## src/hdl/p12d_pkg.sv

```systemverilog
// Shared types and constants for the packed 12-bit sample deinterleaver.
// Used by the front, queue, back and top-level modules; depends on nothing.
package p12d_pkg;

  localparam int MAX_CHANNELS = 16;
  localparam int CH_W         = $clog2(MAX_CHANNELS);
  localparam int CNT_CFG_W    = 5;
  localparam int TOTAL_W      = 32;
  localparam int FRAME_W      = 32;
  localparam int SAMPLE_W     = 12;
  localparam int SUM_W        = 16;
  localparam int CFG_IDX_W    = 2;
  localparam int CFG_DATA_W   = 32;
  localparam int QUEUE_DEPTH  = 2;
  localparam int QPTR_W       = $clog2(QUEUE_DEPTH);

  localparam logic [CFG_IDX_W-1:0] CFG_CHANNEL_COUNT = 2'd0;
  localparam logic [CFG_IDX_W-1:0] CFG_TOTAL_SAMPLES = 2'd1;

  typedef enum logic [2:0] {
    PH_LOW  = 3'b001,
    PH_MID  = 3'b010,
    PH_HIGH = 3'b100
  } phase_t;

  typedef struct packed {
    logic                clr;
    logic [SAMPLE_W-1:0] raw;
    logic [CH_W-1:0]     ch;
    logic [FRAME_W-1:0]  frame;
    logic                last;
    logic                partial;
  } item_t;

endpackage

```

## src/hdl/p12d_front.sv

```systemverilog
// Front end: configuration registers, byte assembly and sample classification.
// Assigns channel, frame and last flags, and pushes one item per sample.
// Depends on p12d_pkg.
module p12d_front (
  input  logic                             clk,
  input  logic                             rst_n,
  input  logic                             cfg_we,
  input  logic [p12d_pkg::CFG_IDX_W-1:0]   cfg_index,
  input  logic [p12d_pkg::CFG_DATA_W-1:0]  cfg_wdata,
  input  logic                             accept,
  input  logic                             start_record,
  input  logic [7:0]                       byte_in,
  output logic                             push,
  output p12d_pkg::item_t                  item
);
  import p12d_pkg::*;

  logic [CNT_CFG_W-1:0] chan_cnt_r;
  logic [TOTAL_W-1:0]   total_r;
  phase_t               phase_r, phase_nxt, phase_eff;
  logic [7:0]           lo_r, lo_nxt, mid_r, mid_nxt;
  logic [TOTAL_W-1:0]   cnt_r, cnt_nxt, cnt_eff;
  logic [CH_W-1:0]      ch_r, ch_nxt, ch_eff, ch_use;
  logic [FRAME_W-1:0]   frame_r, frame_nxt, frame_eff, frame_use;
  logic                 clr_pend_r, clr_pend_nxt;
  logic [CNT_CFG_W-1:0] n_eff;
  logic [CH_W:0]        ch_inc;
  logic                 pre_wrap, post_wrap, want, last;
  logic [SAMPLE_W-1:0]  raw;

  always_comb begin
    if (chan_cnt_r == '0) begin
      n_eff = CNT_CFG_W'(1);
    end else if (chan_cnt_r > CNT_CFG_W'(MAX_CHANNELS)) begin
      n_eff = CNT_CFG_W'(MAX_CHANNELS);
    end else begin
      n_eff = chan_cnt_r;
    end
  end

  always_comb begin
    phase_eff = start_record ? PH_LOW : phase_r;
    cnt_eff   = start_record ? '0 : cnt_r;
    ch_eff    = start_record ? '0 : ch_r;
    frame_eff = start_record ? '0 : frame_r;

    raw = '0;
    unique case (phase_eff)
      PH_LOW:  raw = '0;
      PH_MID:  raw = {byte_in[3:0], lo_r};
      PH_HIGH: raw = {mid_r[7:4], byte_in};
      default: raw = '0;
    endcase

    want      = (phase_eff != PH_LOW) && (cnt_eff < total_r);
    pre_wrap  = CNT_CFG_W'(ch_eff) >= n_eff;
    ch_use    = pre_wrap ? '0 : ch_eff;
    frame_use = frame_eff + FRAME_W'(pre_wrap);
    ch_inc    = {1'b0, ch_use} + (CH_W+1)'(1);
    post_wrap = CNT_CFG_W'(ch_inc) >= n_eff;
    last      = (cnt_eff + TOTAL_W'(1)) == total_r;

    push          = accept && want;
    item.clr      = clr_pend_r || start_record;
    item.raw      = raw;
    item.ch       = ch_use;
    item.frame    = frame_use;
    item.last     = last;
    item.partial  = last && (CNT_CFG_W'(ch_inc) != n_eff);
  end

  always_comb begin
    phase_nxt    = phase_r;
    lo_nxt       = lo_r;
    mid_nxt      = mid_r;
    cnt_nxt      = cnt_r;
    ch_nxt       = ch_r;
    frame_nxt    = frame_r;
    clr_pend_nxt = clr_pend_r;
    if (accept) begin
      cnt_nxt   = cnt_eff;
      ch_nxt    = ch_eff;
      frame_nxt = frame_eff;
      unique case (phase_eff)
        PH_LOW: begin
          lo_nxt    = byte_in;
          phase_nxt = PH_MID;
        end
        PH_MID: begin
          mid_nxt   = byte_in;
          phase_nxt = PH_HIGH;
        end
        PH_HIGH: begin
          phase_nxt = PH_LOW;
        end
        default: begin
          phase_nxt = PH_LOW;
        end
      endcase
      if (want) begin
        cnt_nxt      = cnt_eff + TOTAL_W'(1);
        ch_nxt       = post_wrap ? '0 : ch_inc[CH_W-1:0];
        frame_nxt    = frame_use + FRAME_W'(post_wrap);
        clr_pend_nxt = 1'b0;
      end else if (start_record) begin
        clr_pend_nxt = 1'b1;
      end
    end
  end

  always_ff @(posedge clk) begin
    if (!rst_n) begin
      chan_cnt_r <= CNT_CFG_W'(1);
      total_r    <= '0;
      phase_r    <= PH_LOW;
      lo_r       <= '0;
      mid_r      <= '0;
      cnt_r      <= '0;
      ch_r       <= '0;
      frame_r    <= '0;
      clr_pend_r <= 1'b0;
    end else begin
      if (cfg_we && (cfg_index == CFG_CHANNEL_COUNT)) begin
        chan_cnt_r <= cfg_wdata[CNT_CFG_W-1:0];
      end
      if (cfg_we && (cfg_index == CFG_TOTAL_SAMPLES)) begin
        total_r <= cfg_wdata[TOTAL_W-1:0];
      end
      phase_r    <= phase_nxt;
      lo_r       <= lo_nxt;
      mid_r      <= mid_nxt;
      cnt_r      <= cnt_nxt;
      ch_r       <= ch_nxt;
      frame_r    <= frame_nxt;
      clr_pend_r <= clr_pend_nxt;
    end
  end

endmodule

```

## src/hdl/p12d_queue.sv

```systemverilog
// Two-entry queue of classified sample items between front and back.
// Depends on p12d_pkg.
module p12d_queue (
  input  logic            clk,
  input  logic            rst_n,
  input  logic            push,
  input  p12d_pkg::item_t push_item,
  input  logic            pop,
  output logic            not_full,
  output logic            not_empty,
  output p12d_pkg::item_t head
);
  import p12d_pkg::*;

  item_t             mem_r [QUEUE_DEPTH];
  logic [QPTR_W-1:0] wr_ptr_r, wr_ptr_nxt, rd_ptr_r, rd_ptr_nxt;
  logic [QPTR_W:0]   count_r, count_nxt;

  assign not_full  = count_r != (QPTR_W+1)'(QUEUE_DEPTH);
  assign not_empty = count_r != '0;
  assign head      = mem_r[rd_ptr_r];

  always_comb begin
    wr_ptr_nxt = push ? wr_ptr_r + QPTR_W'(1) : wr_ptr_r;
    rd_ptr_nxt = pop ? rd_ptr_r + QPTR_W'(1) : rd_ptr_r;
    count_nxt  = count_r + (QPTR_W+1)'(push) - (QPTR_W+1)'(pop);
  end

  always_ff @(posedge clk) begin
    if (push) begin
      mem_r[wr_ptr_r] <= push_item;
    end
  end

  always_ff @(posedge clk) begin
    if (!rst_n) begin
      wr_ptr_r <= '0;
      rd_ptr_r <= '0;
      count_r  <= '0;
    end else begin
      wr_ptr_r <= wr_ptr_nxt;
      rd_ptr_r <= rd_ptr_nxt;
      count_r  <= count_nxt;
    end
  end

endmodule

```

## src/hdl/p12d_back.sv

```systemverilog
// Back end: per-channel checksum accumulation and the result output register.
// Depends on p12d_pkg.
module p12d_back (
  input  logic                                 clk,
  input  logic                                 rst_n,
  input  logic                                 head_valid,
  input  p12d_pkg::item_t                      head,
  output logic                                 pop,
  output logic                                 out_valid,
  input  logic                                 out_ready,
  output logic signed [p12d_pkg::SAMPLE_W-1:0] out_sample_value,
  output logic [p12d_pkg::CH_W-1:0]            out_channel_index,
  output logic [p12d_pkg::FRAME_W-1:0]         out_frame_index,
  output logic signed [p12d_pkg::SUM_W-1:0]    out_channel_checksum,
  output logic                                 out_last_sample,
  output logic                                 out_partial_frame
);
  import p12d_pkg::*;

  logic [SUM_W-1:0]        sum_r [MAX_CHANNELS];
  logic [MAX_CHANNELS-1:0] vld_r, vld_nxt;
  logic                    ov_r, ov_nxt;
  logic [SUM_W-1:0]        base, ext, sum;
  item_t                   res_r;
  logic [SUM_W-1:0]        res_sum_r;

  always_comb begin
    pop  = head_valid && (!ov_r || out_ready);
    base = (head.clr || !vld_r[head.ch]) ? '0 : sum_r[head.ch];
    ext  = {{(SUM_W-SAMPLE_W){head.raw[SAMPLE_W-1]}}, head.raw};
    sum  = base + ext;

    vld_nxt = vld_r;
    if (pop) begin
      if (head.clr) begin
        vld_nxt = '0;
      end
      vld_nxt[head.ch] = 1'b1;
    end

    ov_nxt = ov_r;
    if (pop) begin
      ov_nxt = 1'b1;
    end else if (out_ready) begin
      ov_nxt = 1'b0;
    end
  end

  always_ff @(posedge clk) begin
    if (pop) begin
      sum_r[head.ch] <= sum;
      res_r          <= head;
      res_sum_r      <= sum;
    end
  end

  always_ff @(posedge clk) begin
    if (!rst_n) begin
      vld_r <= '0;
      ov_r  <= 1'b0;
    end else begin
      vld_r <= vld_nxt;
      ov_r  <= ov_nxt;
    end
  end

  assign out_valid            = ov_r;
  assign out_sample_value     = res_r.raw;
  assign out_channel_index    = res_r.ch;
  assign out_frame_index      = res_r.frame;
  assign out_channel_checksum = res_sum_r;
  assign out_last_sample      = res_r.last;
  assign out_partial_frame    = res_r.partial;

endmodule

```

## src/hdl/packed_12bit_sample_deinterleaver.sv

```systemverilog
// Top level of the packed 12-bit sample deinterleaver.
// Instantiates p12d_front, p12d_queue and p12d_back; depends on p12d_pkg.
//
// The block takes one byte per cycle while in_ready is high and gives one
// sample for the second and third byte of each three-byte group, tagged with
// channel, frame and the channel's running 16-bit checksum. A sample is
// registered into the two-entry queue when its byte is accepted, then into
// the checksum stage's output register by a single read-modify-write of the
// per-channel sum. Configuration writes take effect on the next byte and do
// not clear decoding state; only a byte with start_record or reset does.
module packed_12bit_sample_deinterleaver (
  input  logic                                 clk,
  input  logic                                 rst_n,
  input  logic                                 cfg_we,
  input  logic [p12d_pkg::CFG_IDX_W-1:0]       cfg_index,
  input  logic [p12d_pkg::CFG_DATA_W-1:0]      cfg_wdata,
  input  logic                                 in_valid,
  output logic                                 in_ready,
  input  logic                                 in_start_record,
  input  logic [7:0]                           in_byte_in,
  output logic                                 out_valid,
  input  logic                                 out_ready,
  output logic signed [p12d_pkg::SAMPLE_W-1:0] out_sample_value,
  output logic [p12d_pkg::CH_W-1:0]            out_channel_index,
  output logic [p12d_pkg::FRAME_W-1:0]         out_frame_index,
  output logic signed [p12d_pkg::SUM_W-1:0]    out_channel_checksum,
  output logic                                 out_last_sample,
  output logic                                 out_partial_frame
);
  import p12d_pkg::*;

  logic  push, pop, q_not_full, q_not_empty, accept;
  item_t push_item, head;

  assign in_ready = q_not_full;
  assign accept   = in_valid && q_not_full;

  p12d_front u_front (
    .clk          (clk),
    .rst_n        (rst_n),
    .cfg_we       (cfg_we),
    .cfg_index    (cfg_index),
    .cfg_wdata    (cfg_wdata),
    .accept       (accept),
    .start_record (in_start_record),
    .byte_in      (in_byte_in),
    .push         (push),
    .item         (push_item)
  );

  p12d_queue u_queue (
    .clk       (clk),
    .rst_n     (rst_n),
    .push      (push),
    .push_item (push_item),
    .pop       (pop),
    .not_full  (q_not_full),
    .not_empty (q_not_empty),
    .head      (head)
  );

  p12d_back u_back (
    .clk                  (clk),
    .rst_n                (rst_n),
    .head_valid           (q_not_empty),
    .head                 (head),
    .pop                  (pop),
    .out_valid            (out_valid),
    .out_ready            (out_ready),
    .out_sample_value     (out_sample_value),
    .out_channel_index    (out_channel_index),
    .out_frame_index      (out_frame_index),
    .out_channel_checksum (out_channel_checksum),
    .out_last_sample      (out_last_sample),
    .out_partial_frame    (out_partial_frame)
  );

endmodule

```

## config.mk

```make
export PLATFORM = sky130hd
export DESIGN_NAME = packed_12bit_sample_deinterleaver
export DESIGN_NICKNAME = d
export VERILOG_FILES = /design/src/hdl/p12d_pkg.sv /design/src/hdl/p12d_front.sv /design/src/hdl/p12d_queue.sv /design/src/hdl/p12d_back.sv /design/src/hdl/packed_12bit_sample_deinterleaver.sv
export SDC_FILE = /design/constraint.sdc
export NUM_CORES = 1
export LEC_CHECK = 0
export BUFFER_PORTS_ARGS = -buffer_cell sky130_fd_sc_hd__buf_2
export CORE_MARGIN = 5
export CORE_UTILIZATION = 35
export CTS_CLUSTER_SIZE = 16
export DETAILED_ROUTE_END_ITERATION = 10
export SLEW_MARGIN = 20
export SYNTH_ARGS = -nofsm -noshare
export SYNTH_HDL_FRONTEND = slang
export SYNTH_SLANG_ARGS = --single-unit
export TNS_END_PERCENT = 30
```

## constraint.sdc

```tcl
create_clock -name clk -period 19.09 [get_ports clk]
set_input_delay 3.818 -clock clk [delete_from_list [all_inputs] [get_ports clk]]
set_output_delay 3.818 -clock clk [all_outputs]
set_load 0.03 [all_outputs]
```

Word-level counts from Yosys, hierarchy flattened --
Memories as Yosys holds them, arrays and structs flattened. A register that Yosys moved wholly into a read port is not among the register bits. Cells that the tools add are included.
Word-level totals: flip-flop bits (word level) 212, bits in writable memories 358, word-level logic and storage cells 97, memories kept 2
Memory list:
- u_back.sum_r | depth 16, width 16, read ports 1, clocked after memory_dff 0, write ports 1, RTL line p12d_back.sv:20 | logic [SUM_W-1:0] sum_r [MAX_CHANNELS];
- u_queue.mem_r | depth 2, width 51, read ports 1, clocked after memory_dff 1, write ports 1, RTL line p12d_queue.sv:15 | item_t mem_r [QUEUE_DEPTH];
Cells by class: add/sub/neg operators 9, order comparisons 6, equality and inequality tests 8, mux-type cells 30, bitwise gates (word level) 1, reductions and logical operators 21
Operator list (number):
- 32-bit two-way mux | 4
- 32-bit by 1-bit adder with 32-bit output | 2
- 16-bit two-way mux | 3
- 32-bit by 1-bit adder with 32-bit output (second input constant) | 1
- 32-bit == test | 1
- 32-bit < comparator | 1
- 12-bit one-hot mux with 2 select lines | 1
- 16-bit adder | 1
- 4-bit two-way mux | 4
- 16-bit bitwise OR | 1
- 1-bit two-way mux | 12
- 5-bit two-way mux | 2
- 1-bit logical AND | 8
- 3-bit one-hot mux with 2 select lines | 1
- 2-bit AND reduction | 3
- 2-bit nonzero test | 3
- 4-bit by 1-bit adder with 5-bit output (second input constant) | 1
- 4-bit by 5-bit >= comparator with 1-bit output | 1
- 5-bit >= comparator | 1
- 5-bit > comparator (second input constant) | 1
- 5-bit logical NOT | 1
- 4-bit by 5-bit < comparator with 1-bit output (second input constant) | 1
- 5-bit inequality test | 1
- 1-bit binary-select mux with 4-bit select | 1
- 15 further kinds | 19

Longest topological paths before layout --
Gate-level depths: netlist (run 1).
depth after elaboration 9, depth in mapped cells 28

Hierarchy --
A second synthesis (run 1) with hierarchy kept.
Unflattened totals: cell total of the unflattened synthesis 2029, area total of the unflattened synthesis 26756.9 um^2
Modules (own cells, without submodules):
- p12d_back | instances 1, cells an instance 620, area each 13396.6 um^2, sequential area each 10009.6 um^2
- p12d_front | instances 1, cells an instance 1228, area each 9192.6 um^2, sequential area each 2422.3 um^2
- p12d_queue | instances 1, cells an instance 180, area each 4161.5 um^2, sequential area each 3163.0 um^2
- packed_12bit_sample_deinterleaver | instances 1, cells an instance 1, area each 6.3 um^2, sequential area each 0.0 um^2

Worst setup path after synthesis (run 1) --
No wires, ideal clock.
path kind input-to-reg, from in in_start_record, to mem u_queue.mem_r[0][0] in the netlist's numbering (enable), library setup time 0.460 ns, data arrival time 9.590 ns, data required time 18.630 ns, slack 9.040 ns, stages on the path 18, cell sequence clkbuf_2 -> buf_2 -> buf_2 -> buf_1 -> buf_2 -> buf_2 -> buf_1 -> nor2b_1 -> ha_1 -> nor2b_1 -> o2111a_1 -> o211ai_1 -> a311oi_1 -> nor4_2 -> o21ai_0 -> clkbuf_1 -> clkbuf_1 -> nor2_1
Between the ends: cells in the longest elaborated chain, start to end 6
Ends and longest elaborated chain:
- start, declared | RTL line packed_12bit_sample_deinterleaver.sv:19 | input logic in_start_record,
- 32-bit two-way mux or 3-bit two-way mux (tied branches) | RTL line p12d_front.sv:43, p12d_front.sv:42
- 32-bit < comparator or 3-bit by 1-bit inequality test with 1-bit output (tied branches) | RTL line p12d_front.sv:55 | want = (phase_eff != PH_LOW) && (cnt_eff < total_r);
- 1-bit logical AND * | RTL line p12d_front.sv:55
- 1-bit logical AND * | RTL line p12d_front.sv:63 | push = accept && want;
- 1-bit two-way mux * | RTL line p12d_queue.sv:30 | if (push) begin
- 1-bit two-way mux (implied by the code) * | RTL line p12d_queue.sv:31 | mem_r[wr_ptr_r] <= push_item;
- end, declared | RTL line p12d_queue.sv:15
Every way passes the cells marked *; elsewhere a longest branch is shown, timed or not.

==> flow_metrics.tcl, run 1 <==
set metrics [dict create \
    tns_ns 0 \
    io_pins 116 \
    cp.required_ns 19.57 \
    cts_tree "done" \
    gp_congestion 0.871 \
    core_area_um2 74100 \
    die_area_um2 79800 \
    netlist_area_um2 26000 \
    syn2layout_area_growth_pct 15.2 \
    startpoint "in_start_record" \
    grt_pass1_vias 17500 \
    rsz0062_at_grt "no" \
    insertion_delay_ns 0.66 \
    post-cts-setup-buffers 0 \
    max-slew-margin-rel 0.277 \
    worstSetupPathType "in2reg" \
    outcome "finished clean" \
    arrival_ns 9.54 \
    cp-end-kind "flop" \
    maxSlewViolCount 0 \
    drtIter0Drc 1348 \
    post-route-period-util 0.475 \
    cp_max_fo 32 \
    cp-start-kind "input port" \
    synth_edf_count 424 \
    drv_cap 0 \
    die_y_um 283 \
    drive_above_1_share 0.196 \
    yosysWarnings 0 \
    h-tree-depth 2 \
    r2r_cells 15 \
    setup_viol 0 \
    root_buffer "clkbuf_16" \
    antenna_found_initial 3 \
    synth.distinct_cells 93 \
    final_common_cell "edfxtp_1" \
    initial_core_util 0.351 \
    fin_ws_ns 10.03 \
    synth_area_leaders "edfxtp_1, dfxtp_1, mux4_2" \
    syn_inst 2060 \
    synth-main-ff-cell "edfxtp_1" \
    rows 100 \
    drt_pass1_iterations 5 \
    grt_overflow 0 \
    r2r-end "u_back.sum_r[11][10]$_DFFE_PP_" \
    wl_mm 66.5 \
    via_count 17300 \
    port_buffers 115 \
    final_nets 2300 \
    synth-seq-area-share 0.600 \
    endpoint "u_front.frame_r[18]$_SDFFE_PN0P_" \
    ys_seq_elements 567 \
    ctsHoldBuffers 0 \
    synth_top_area_cell "edfxtp_1" \
    skew_ns 0.0675 \
    hold_path.class "reg2reg" \
    finalHoldViolCount 0 \
    synth.top_cell.area_share 0.490 \
    drc 0 \
    worstMarginPinSlew_ns 1.08 \
    grt_pass1_wl_mm 103 \
    fin_crit_ns 9.06 \
    p_leak_nw 10.3 \
    cts_resized 0 \
    n_antenna_cell 0 \
    fmax_mhz 110 \
    clkTransAtPathRegs_ns 0.06 \
    grt_usage 0.164 \
    die_w_um 283 \
    clockBufferDepth 3 \
    r2r_setup_slack_ns 12.29 \
    ir_worst_vdd_mv 0.0760 \
    avgSynthCellArea_um2 12.6 \
    total_power_mw 3.59 \
    grt_max_degree 80 \
    ys_async_sr_fraction 0 \
    hpwl_mm 44.4 \
    post-place-ws_ns 9.39 \
    synth_nets 2173 \
    mostFrequentLayoutCells "edfxtp_1, nand2_1, dfxtp_1" \
    wire_per_inst_um 20.7 \
    cts.sinks 567 \
    via_per_inst 5.39 \
    numCtsBuffers 61 \
    power.density_nw_per_um2 120 \
    drtAntennaViolNets 0 \
]
==> cell usage after synthesis, drive strengths merged, types with 26 or more instances <==
master,instances
nor2,108
buf,34
a21oi,106
inv,72
clkbuf,68
mux4,69
nand2,257
nand3,68
xnor2,90
nor2b,46
edfxtp,424
nand4,33
o21ai,54
mux2,49
a31oi,27
ha,64
nor3,26
and3,29
dfxtp,143
==> how the worst min path moves through the flow <==
stage | startpoint | endpoint | slack [ns] | cells after the start
floorplan | u_front.mid_r[4]$_SDFFE_PN0P_ | u_front.mid_r[4]$_SDFFE_PN0P_ | 0.44 | 2
global placement | u_front.mid_r[6]$_SDFFE_PN0P_ | u_front.mid_r[6]$_SDFFE_PN0P_ | 0.45 | 2
detailed placement | u_front.total_r[19]$_SDFFE_PN0P_ | u_front.total_r[19]$_SDFFE_PN0P_ | 0.45 | 2
CTS | u_front.total_r[19]$_SDFFE_PN0P_ | u_front.total_r[19]$_SDFFE_PN0P_ | 0.46 | 2
global route | u_front.total_r[0]$_SDFFE_PN0P_ | u_front.total_r[0]$_SDFFE_PN0P_ | 0.48 | 2
finish | u_front.total_r[27]$_SDFFE_PN0P_ | u_front.total_r[27]$_SDFFE_PN0P_ | 0.46 | 2
==> registers in the layout (all words and copies together), names as in the netlist, 2 cells and up, named ones only <==
register	count
u_front.total_r	32
u_queue.count_r	2
u_back.vld_r	16
u_back.out_channel_index	4
u_back.out_frame_index	32
u_back.sum_r	256
u_back.out_channel_checksum	16
u_front.lo_r	8
u_front.mid_r	4
u_front.ch_r	4
u_front.cnt_r	32
u_front.phase_r	3
u_front.chan_cnt_r	5
u_back.out_sample_value	12
u_front.frame_r	32
u_queue.mem_r	102
==> area by class of cell <==
class / instances / area, um2
fill: 6993 / 44100
inverter: 73 / 279
sequential: 567 / 15600
tap: 969 / 1210
clock buffer: 79 / 1690
timing repair buffer: 166 / 958
multi-input combinational: 1318 / 9790
clock inverter: 37 / 425
==> cells by family (layout without fill, tap and decap cells) <==
family,count (synthesis),after routing,share of synthesized area
flip-flops,567,567,0.600
adder cells (fa/ha/maj),65,65,0.0316
multiplexers,141,141,0.0899
buffers and inverters,175,355,0.0273
AND/OR/NAND/NOR,699,699,0.139
XOR/XNOR,112,112,0.0380
AO/OA/AOI/OAI,301,301,0.0743
==> worst max-delay path, stage by stage <==
cell       delay (ns)
buf_2            0.10
buf_4            0.25
inv_1            0.09
buf_4            0.27
nand2_1          0.13
ha_1             0.29
nand2b_1         0.14
a21o_1           0.17
a21o_1           0.16
a21oi_1          0.18
nor2_1           0.14
nor2_1           0.31
ha_1             0.24
xor2_1           0.09
ha_1             0.30
and4_1           0.24
a21oi_1          0.08
nand2_1          0.18
ha_1             0.18
and2_1           0.18
o2111ai_1        0.26
nor3_1           0.83
nand4_1          0.35
o21a_1           0.27
o21ai_0          0.18
a21oi_1          0.09
==> power breakdown <==
group          internal, mW  switching [mW]
Combinational         0.254           0.561
Clock                 0.699           0.509
Sequential             1.53          0.0394
Total                  2.48            1.11
==> per-layer routing <==
layer,GRT usage,wire (um),up-vias
met2,0.261,30200,570
met5,0,47,-
met1,0.233,30700,8641
met4,0.0430,1390,6
met3,0.0318,4230,102
li1,-,-,7976
==> stage by stage <==
stage | hold slack (ns) | util | instance area [um2] | instances
finish | 0.460 | 0.404 | 29900 | 3209
global route | 0.485 | 0.404 | 29900 | 3209
CTS | 0.464 | 0.404 | 29900 | 3209
detailed placement | 0.455 | 0.376 | 27800 | 3093
global placement | 0.450 | 0.375 | 27800 | 3092
floorplan | 0.436 | - | 26000 | 2060
(Power assumes the default switching activity.)
==> run 2: changes to the inputs <==
Clock period 19.09 ns to 8.13 ns, I/O delays scaled along.
==> run 2 against run 1 <==
Register-to-register slack got worse by 9.9 ns. Final area about the same. Power is 130% higher.
==> flow_metrics.tcl, run 2 (synthesis gave the netlist of run 1 again) <==
set metrics [dict create \
    outcome "finished clean" \
    maxSlewViolCount 0 \
    rows 100 \
    p_int_mw 5.80 \
    drtAntennaViolNets 0 \
    drive_above_1_share 0.192 \
    h-tree-depth 2 \
    antenna_found_initial 2 \
    drt_pass1_iterations 5 \
    post-place-ws_ns 0.982 \
    initial_core_util 0.351 \
    grt_usage 0.164 \
    final_common_cell "edfxtp_1" \
    cp.required_ns 8.61 \
    die_w_um 283 \
    tns_ns 0 \
    wire_per_inst_um 20.7 \
    power.density_nw_per_um2 280 \
    grt_max_degree 88 \
    drc 0 \
    crit_chain "buf_2 > inv_1 > nand2_1 > ha_1 > nand2b_1 > a21o_1 > a21o_1 > a21oi_1 > nor2_1 > nor2_1 > ha_1 > xor2_1 > ha_1 > and4_1 > a21oi_1 > nand2_1 > ha_1 > and2_1 > o2111ai_1 > nor3_1 > nand4_1 > o21a_1 > o21ai_0 > a21oi_1" \
    grt_pass1_wl_mm 103 \
    insertion_delay_ns 0.65 \
    regMostFlops "u_back.sum_r" \
    reg.largest.list "u_back.sum_r x256, u_queue.mem_r x102" \
    post-cts-setup-buffers 0 \
    slowest_delay_ns 0.74 \
    cp-end-kind "flop" \
    io_pins 116 \
    worstMarginPinSlew_ns 1.07 \
    grt_pass1_vias 17500 \
    crit_top_cell "ha_1" \
    fmax_mhz 151 \
    die_area_um2 79800 \
    root_buffer "clkbuf_16" \
    hold_path.class "reg2reg" \
    die_y_um 283 \
    hold_depth 2 \
    clkTransAtPathRegs_ns 0.06 \
    cp_slowest_cell "nor3_1" \
    final_nets 2303 \
    via_count 17400 \
    cts.sinks 567 \
    netSwitchingPower_mw 2.57 \
    combinationalPowerShare 0.229 \
    seqPwrFrac 0.440 \
    core_area_um2 74100 \
    mostFrequentLayoutCells "edfxtp_1, nand2_1, dfxtp_1" \
    fin_crit_ns 6.60 \
    clockBufferDepth 3 \
    cts_tree "done" \
    worstSetupPathType "in2reg" \
    ir_worst_vdd_mv 0.190 \
    wl_mm 66.4 \
    arrival_ns 7.08 \
    port_buffers 115 \
    cp-start-kind "input port" \
    busiest_layer "met2" \
    max-slew-margin-rel 0.283 \
    p_leak_nw 10.3 \
    power.clock.fraction 0.331 \
    post-route-period-util 0.812 \
    largest_reg_flops 256 \
    fin_ws_ns 1.53 \
    finalHoldViolCount 0 \
    swShare 0.307 \
    r2r_cells 17 \
    grt_use_met1 0.234 \
    gp_congestion 0.861 \
    numCtsBuffers 60 \
    hpwl_mm 44.5 \
    drv_cap 0 \
    cp_max_fo 24 \
    skew_ns 0.0797 \
    met3_usage 0.0272 \
    rsz0062_at_grt "no" \
    syn2layout_area_growth_pct 15.1 \
    grt_use_met2 0.260 \
    via_per_inst 5.41 \
    cts_resized 0 \
    total_power_mw 8.37 \
    grt_overflow 0 \
    drtIter0Drc 1497 \
    setup_viol 0 \
    ctsHoldBuffers 0 \
]
## run 2: worst paths after layout
check,startpoint,end,slack [ns]
setup reg to reg,flop,u_back.sum_r[6][15]$_DFFE_PP_,2.37
setup / recovery,in_start_record,u_front.frame_r[18]$_SDFFE_PN0P_,1.53
hold / removal,u_front.total_r[19]$_SDFFE_PN0P_,u_front.total_r[19]$_SDFFE_PN0P_,0.46
hold reg to reg,u_front.total_r[19]$_SDFFE_PN0P_,u_front.total_r[19]$_SDFFE_PN0P_,0.46
## run 2: stage by stage
stage	hold WS, ns	cell area (um2)	util	std cells
final	0.462	29900	0.404	3212
after global routing	0.478	29900	0.404	3211
after CTS	0.463	29900	0.404	3211
after detailed placement	0.455	27900	0.376	3097
after global placement	0.446	27900	0.376	3097
after floorplan	0.436	26000	-	2060
## run 2: routing by layer
metal,share of wire,vias up
li1,-,7979
met3,0.066,104
met5,0,-
met4,0.026,0
met1,0.45,8706
met2,0.46,582
## run 2: worst max-delay path, delay by kind of cell
family,cells,cell delay (ns)
AOI/OAI and AO/OA,8,1.45
buffers and inverters,2,0.54
adders and majority gates,4,0.96
and+or+nand+nor,9,2.38
xor gates and xnor gates,1,0.10
## run 2: area by class of cell
type / count / area (um2)
diodes: 1 / 2.50
clock buffers: 78 / 1620
clock inverters: 36 / 415
fillers: 6911 / 44200
inverters: 73 / 282
multi-input cells: 1318 / 9780
flip-flops and latches: 567 / 15600
well taps: 969 / 1210
repair buffers: 170 / 1010
## run 2: power by group through the flow
stage / Clock, mW / Sequential (mW) / Combinational, mW
5_1_grt: 2.96 / 3.71 / 2.07
6_report: 2.77 / 3.69 / 1.92
3_3_place_gp: 0 / 3.74 / 1.91
3_5_place_dp: 0 / 3.75 / 1.94
4_1_cts: 2.84 / 3.69 / 1.95
2_1_floorplan: 0 / 3.98 / 1.02
==> run 3: changes to the inputs <==
Clock period 8.13 ns to 5.3 ns, I/O delays scaled along.
==> run 3 against run 2 <==
Power grew 55%. Final area grew 2.0%. Clock power grew 58%. Cell count grew 1.6%.
==> flow_metrics.tcl, run 3 (synthesis gave the netlist of run 1 again) <==
set metrics [dict create \
    port_buffers 115 \
    fin_area_um2 30500 \
    fin_cells 3264 \
    grt_pass1_vias 17300 \
    largest_reg_flops 256 \
    setup_viol 0 \
    cp-start-kind "flop" \
    finalHoldViolCount 0 \
    clockBufferDepth 3 \
    rsz0062_at_grt "no" \
    postPlaceCellArea_um2 28400 \
    via_per_inst 5.32 \
    maxSlewViolCount 0 \
    die_y_um 283 \
    cp_max_fo 17 \
    gp_congestion 0.855 \
    root_buffer "clkbuf_16" \
    arrival_ns 5.10 \
    numCtsBuffers 60 \
    cts_tree "done" \
    grt_max_degree 66 \
    grt_usage 0.161 \
    outcome "finished clean" \
    drt_pass1_iterations 5 \
    h-tree-depth 2 \
    fin_crit_ns 4.76 \
    regMostFlops "u_back.sum_r" \
    wl_mm 65.9 \
    p_leak_nw 10.6 \
    hpwl_mm 44.5 \
    hold_depth 2 \
    hold_path.class "reg2reg" \
    drc 0 \
    ctsHoldBuffers 0 \
    grt_pass1_wl_mm 101 \
    skew_ns 0.0464 \
    n_antenna_cell 0 \
    insertion_delay_ns 0.64 \
    io_pins 116 \
    mostFrequentLayoutCells "edfxtp_1, nand2_1, dfxtp_1" \
    syn2layout_area_growth_pct 17.4 \
    min_from "u_front.total_r[24]$_SDFFE_PN0P_" \
    r2r-end "u_back.sum_r[13][10]$_DFFE_PP_" \
    clkTransAtPathRegs_ns 0.06 \
    initial_core_util 0.351 \
    wire_per_inst_um 20.2 \
    post-route-period-util 0.898 \
    drv_cap 0 \
    whs_endpoint "u_front.total_r[24]$_SDFFE_PN0P_" \
    die_area_um2 79800 \
    cp-end-kind "flop" \
    reg.largest.list "u_back.sum_r x256, u_queue.mem_r x102" \
    hold_slack_ns 0.455 \
    max-slew-margin-rel 0.297 \
    drtAntennaViolNets 0 \
    final_common_cell "edfxtp_1" \
    grt_overflow 0 \
    drive_above_1_share 0.220 \
    antenna_found_initial 2 \
    drtIter0Drc 1483 \
    power.density_nw_per_um2 427 \
    r2r_setup_slack_ns 0.54 \
    final_nets 2357 \
    rows 100 \
    cp.required_ns 5.64 \
    worstMarginPinSlew_ns 1.05 \
    cts_resized 0 \
    die_w_um 283 \
    fmax_mhz 210 \
    core_area_um2 74100 \
    ir_worst_vdd_mv 0.310 \
    cts.sinks 567 \
    worstSetupPathType "reg2reg" \
    dp_cells 3151 \
    r2r_cells 17 \
    via_count 17400 \
    post-cts-setup-buffers 0 \
]
run 3: cell types whose count changed in the layout (fill, tap and decap cells not counted), sizes merged:
cell / change
buf: +54
bufinv: +2
clkbuf: -4
clkinv: -1
clkinvlp: +1
diode: -1
inv: +1
run 3: layer usage:
metal	vias up	global-route usage	share of wire
met1	8608	0.231	0.46
met5	-	0	0.00020
met4	2	0.0405	0.020
li1	8082	-	-
met2	569	0.256	0.46
met3	99	0.0297	0.066
run 3: worst max path at each step:
stage	slack, ns	endpoint
final	0.54	u_back.sum_r[13][10]$_DFFE_PP_
after global routing	0.22	u_back.sum_r[15][15]$_DFFE_PP_
after CTS	0.20	u_back.sum_r[0][10]$_DFFE_PP_
after detailed placement	0.13	u_front.frame_r[29]$_SDFFE_PN0P_
after global placement	0.20	u_front.frame_r[31]$_SDFFE_PN0P_
after floorplan	-0.08	u_front.frame_r[31]$_SDFFE_PN0P_
run 3: layout make-up:
cell class                 count  area, um2
multi-input combinational   1318       9850
tap                          969       1210
clock buffer                  74       1630
timing repair buffer         224       1500
sequential                   567      15600
fill                        6916      43600
clock inverter                39        452
inverter                      73        279
run 3: report_power, final:
group	switching [mW]	internal, mW
Sequential	0.150	5.51
Combinational	1.99	0.998
Clock	1.79	2.57
Total	3.93	9.09
run 3: critical path: stages, from the launching register on:
cell       delay, ns
dfxtp_2         0.38
mux2i_1         0.20
buf_4           0.19
mux4_2          0.50
mux4_2          0.47
nand2_1         0.12
buf_12          0.17
a311oi_1        0.08
ha_1            0.27
inv_1           0.08
fa_1            0.21
nor2b_1         0.06
o21a_1          0.18
o21ai_0         0.27
a21oi_1         0.16
o2111ai_1       0.35
nand3b_1        0.18
xor2_2          0.60
run 3: through the flow:
step,power (mW),util,setup TNS [ns],worst slack [ns]
after global placement,8.72,0.383,0,0.197
after CTS,13.2,0.412,0,0.197
after global routing,13.6,0.412,0,0.224
final,13.0,0.412,0,0.540
after detailed placement,8.79,0.384,0,0.130
after floorplan,7.67,-,-0.0791,-0.0755
